--- src/design/keyed_table_with_nearest_search_assert.svh ---
// Assertion macros for the keyed table block.
// Depends on nothing; included by modules that carry concurrent checks.
`ifndef KEYED_TABLE_WITH_NEAREST_SEARCH_ASSERT_SVH
`define KEYED_TABLE_WITH_NEAREST_SEARCH_ASSERT_SVH

// Same-cycle implication, disabled during reset.
`define KTNS_ASSERT_IMPL(label, clk, rst, ante, cons, msg) \
   label: assert property (@(posedge clk) disable iff (rst) (ante) |-> (cons)) \
      else $error(msg);

// Next-cycle implication, disabled during reset.
`define KTNS_ASSERT_NEXT(label, clk, rst, ante, cons, msg) \
   label: assert property (@(posedge clk) disable iff (rst) (ante) |=> (cons)) \
      else $error(msg);

`endif

--- src/design/ktns_ram.sv ---
// Generic single-write, single-read RAM with registered read data.
// No dependencies.
`timescale 1ns / 1ps

module ktns_ram #(
   parameter  int WIDTH = 8,
   parameter  int DEPTH = 256,
   localparam int AW    = $clog2(DEPTH)
) (
   input  logic             clock,
   input  logic             wr_en,
   input  logic [AW-1:0]    wr_addr,
   input  logic [WIDTH-1:0] wr_data,
   input  logic             rd_en,
   input  logic [AW-1:0]    rd_addr,
   output logic [WIDTH-1:0] rd_data
);

   logic [WIDTH-1:0] mem [DEPTH];
   logic [WIDTH-1:0] rd_data_ff;

   always_ff @(posedge clock) begin
      if (wr_en) begin
         mem[wr_addr] <= wr_data;
      end
      if (rd_en) begin
         rd_data_ff <= mem[rd_addr];
      end
   end

   assign rd_data = rd_data_ff;

endmodule

--- config.mk ---
export PLATFORM = sky130hd
export DESIGN_NAME = ktns_ram
export DESIGN_NICKNAME = d
export VERILOG_FILES = /design/src/design/keyed_table_with_nearest_search_assert.svh /design/src/design/ktns_ram.sv
export SDC_FILE = /design/constraint.sdc
export NUM_CORES = 2
export LEC_CHECK = 0
export BUFFER_PORTS_ARGS = -buffer_cell sky130_fd_sc_hd__buf_2
export CORE_MARGIN = 2
export CORE_UTILIZATION = 30
export DETAILED_ROUTE_END_ITERATION = 8
export GPL_ROUTABILITY_DRIVEN = 1
export GPL_TIMING_DRIVEN = 0
export MAX_ROUTING_LAYER = met4
export PLACE_DENSITY = 0.5
export SYNTH_ARGS = -nofsm -noshare
export SYNTH_HDL_FRONTEND = slang
export SYNTH_SLANG_ARGS = --single-unit
--- constraint.sdc ---
create_clock -name clock -period 2.6 [get_ports clock]
set_input_delay 0.13 -clock clock [delete_from_list [all_inputs] [get_ports clock]]
set_output_delay 0.13 -clock clock [all_outputs]
set_load 0.03 [all_outputs]
==> flow_metrics.env <==
export IMPL_reg2reg_setup_slack_ns=-0.04
export IMPL_dp_cells=7319
export IMPL_min_to="mem[210][2]"
export IMPL_rsz0062_at_grt="yes"
export IMPL_outcome="complete, but fails checks"
export IMPL_crit_arrival_ns=3.31
export IMPL_ys_warn_count=0
export IMPL_final_common_cell="edfxtp_1"
export IMPL_io_pin_count=35
export IMPL_reg2reg_depth=6
export IMPL_r2r_start="mem[83][3]"
export IMPL_grt_use_total_pct=19.7
export IMPL_drt_iter0_drc=5536
export IMPL_area_growth_pct=17.4
export IMPL_fin_ws_ns=-0.212
export IMPL_violations="negative setup slack"
export IMPL_ys_async_sr_fraction_pct=0
export IMPL_dp_hpwl_um=175000
export IMPL_antenna_found_initial=18
export IMPL_slowest_stage="nor2_1"
export IMPL_drive_gt1_share_pct=29.1
export IMPL_drv_slew=0
export IMPL_cts_buffers=216
export IMPL_final_antenna_net_count=0
export IMPL_vias=41200
export IMPL_pwr_share_clk_pct=43.1
export IMPL_mappedNetlistNets=3760
export IMPL_r2r_end="rd_data[3]"
export IMPL_fin_nets=4041
export IMPL_syn_area_um2=79600
export IMPL_cpMostUsedCell="clkbuf_1"
export IMPL_synth_edff_count=2056
export IMPL_routedWlPerCell_um=33.8
export IMPL_grt_pass1_vias=40500
export IMPL_die_h_um=519
export IMPL_critPathRequiredTime_ns=3.10
export IMPL_cp_start_kind="input pin"
export IMPL_dr_pass1_iters=6
export IMPL_vias_per_cell=5.33
export IMPL_worstMarginPinSlew_ns=1.21
export IMPL_die_w_um=519
export IMPL_port_buffers=27
export IMPL_grt_max_degree=146
export IMPL_cts_tree="built"
export IMPL_hold_viol=0
export IMPL_maxSlewHeadroom_pct=18.2
export IMPL_max_cap_viol_count=0
export IMPL_htree_num_levels=4
export IMPL_cts_sinks=2056
export IMPL_post_route_period_util_pct=108
export IMPL_min_period_ns=2.81
export IMPL_pwr_share_comb_pct=6.0
export IMPL_synth_avg_cell_area_um2=21.3
export IMPL_ir_drop_mv=0.805
export IMPL_path_max_fanout=10
export IMPL_holdPathStages=2
export IMPL_start_util_pct=30.1
export IMPL_drt_total_wl_um=262000
export IMPL_fin_util_pct=35.3
export IMPL_grt_ovfl_total=0
export IMPL_p_per_area_nw_per_um2=768
export IMPL_ys_types=54
export IMPL_place_congestion=0.931
export IMPL_p_sw_share_pct=22.7
export IMPL_cp_num_buf_inv=3
export IMPL_yosysSeqAreaShare_pct=77.5
export IMPL_slowest_delay_ns=0.94
export IMPL_intPower_mw=55.5
export IMPL_crit_family="buffers and inverters"
export IMPL_rows=189
export IMPL_end_kind="flop"
export IMPL_hold_path_class="input pin to flop"
export IMPL_clk_pin_slew_ns=0.06
export IMPL_cts_root_buf="clkbuf_16"
export IMPL_grt_pass1_wl_um=353000
export IMPL_clockBufferDepth=3
export IMPL_power_leakage_nw=28.3
export IMPL_yosys_most_used_dff="edfxtp_1"
export IMPL_multi_input_area_um2=17600
export IMPL_layout_common_cells="2056 x edfxtp_1, 454 x mux4_2, 221 x clkbuf_16"
export IMPL_core_um2=265000
export IMPL_skew_ns=0.0591
export IMPL_die_area_um2=270000
export IMPL_layout_area_seq_um2=61700
export IMPL_worstSkewPairLatency_ns=0.88
export IMPL_fin_cells=7737
export IMPL_setup_viol_count_final=395
export IMPL_min_from="wr_data[2]"
export IMPL_max_freq_mhz=356
export IMPL_crit_path_cell_trace="clkbuf_1 -> nor2b_1 -> clkbuf_1 -> nand3_1 -> clkbuf_2 -> nor2_1"
export IMPL_post_place_ws_ns=-2.69
export IMPL_syn_inst=3733
export IMPL_ys_ff_latch=2056
export IMPL_switchingPower_mw=16.3
export IMPL_final_fill_count=24500
export IMPL_critical_path_class="input pin to flop"
export IMPL_p_seq_share_pct=51.0
export IMPL_drc_errors=0
-- metal layers --
metal  vias to the layer above  routed length (um)  part of all wire, %  GRT usage, %
met5                         -                   0                    0             -
met4                         0                7430                  2.8          5.26
met3                       368               20300                  7.7          3.51
met2                      1890              125000                   48          30.8
met1                     22600              109000                   42          26.4
li1                      16400                   -                    -             -
-- flip-flops by register name, summed over array words and instances, names as in the netlist --
signal / cells
rd_data: 8
mem: 2048
-- repair_timing --
item,CTS,global route
endpoints found under the setup margin,490,894
setup buffers,1,1
resized for setup,253,167
hold endpoints to repair,843,0
pin swaps,9,12
cloned,0,0
hold buffers,9,0
-- stage by stage --
stage / instance area [um2] / power (mW) / hold slack [ns] / setup TNS (ns)
6_report: 93500 / 71.8 / 0.0960 / -29.80
4_1_cts: 92900 / 72.1 / 0.0600 / -12.25
2_1_floorplan: 79600 / 39.1 / 0.229 / 0
3_5_place_dp: 84900 / 41.3 / 0.386 / -1281.96
5_1_grt: 93500 / 73.5 / 0.0905 / -9.22
3_3_place_gp: 84200 / 41.3 / 0.593 / -5818.61
-- synth_stat cells (all sizes together), types with 12 or more instances --
master	number	area share, %
clkbuf	111	0.52
mux2i	134	1.7
buf	122	1.3
a221oi	14	0.16
a211oi	16	0.15
o21ai	12	0.075
edfxtp	2056	78
a22oi	133	1.3
mux4	456	13
nor4	27	0.24
a21oi	96	0.60
nor3	22	0.14
nor2	282	1.3
nand3	34	0.21
nand2	33	0.16
o221ai	47	0.52
o22ai	28	0.22
nor2b	31	0.24
-- cell families after synthesis --
group                  Yosys count  synth area share (%)
flip-flops                    2056                  77.5
buffers and inverters          235                  1.83
AND/OR/NAND/NOR                466                  2.63
AO/OA/AOI/OAI                  385                  3.42
multiplexers                   591                  14.6
-- layout make-up --
cell class	instances	share of cell area [%]
flip-flops and latches	2056	66.1
multi-input cells	1442	18.9
clock buffers	267	6.10
well taps	3533	4.73
plain buffers	232	1.81
clock inverters	138	1.40
repair buffers	64	0.999
inverters	2	0.00803
diodes	3	0.00803
-- worst max path at each step --
| stage | startpoint | depth (start not counted) | slack (ns) | to |
|---|---|---|---|---|
| after floorplan | rd_addr[0] | 9 | 0.39 | rd_data[2] |
| after global placement | rd_addr[2] | 9 | -3.52 | rd_data[4] |
| after detailed placement | rd_addr[2] | 9 | -2.69 | rd_data[3] |
| after CTS | wr_addr[3] | 6 | -0.14 | mem[184][0] |
| after global routing | wr_addr[2] | 6 | -0.24 | mem[70][0] |
| final | wr_addr[1] | 6 | -0.21 | mem[134][0] |
-- worst reg2reg max path, delay by kind of cell, from the launching register on --
kind               cells  cell delay [ns]
AOI/OAI and AO/OA      3             1.05
muxes                  1             0.49
and+or+nand+nor        2             0.46
DFF                    1             0.35
-- power by group through the flow --
stage | clock [mW] | combinational, mW | sequential [mW]
detailed placement | 0 | 4.05 | 37.3
finish | 30.9 | 4.30 | 36.6
global route | 32.5 | 4.41 | 36.6
CTS | 31.2 | 4.24 | 36.6
global placement | 0 | 3.90 | 37.4
floorplan | 0 | 1.78 | 37.3
Note: power is estimated with default switching activity, not from simulation.
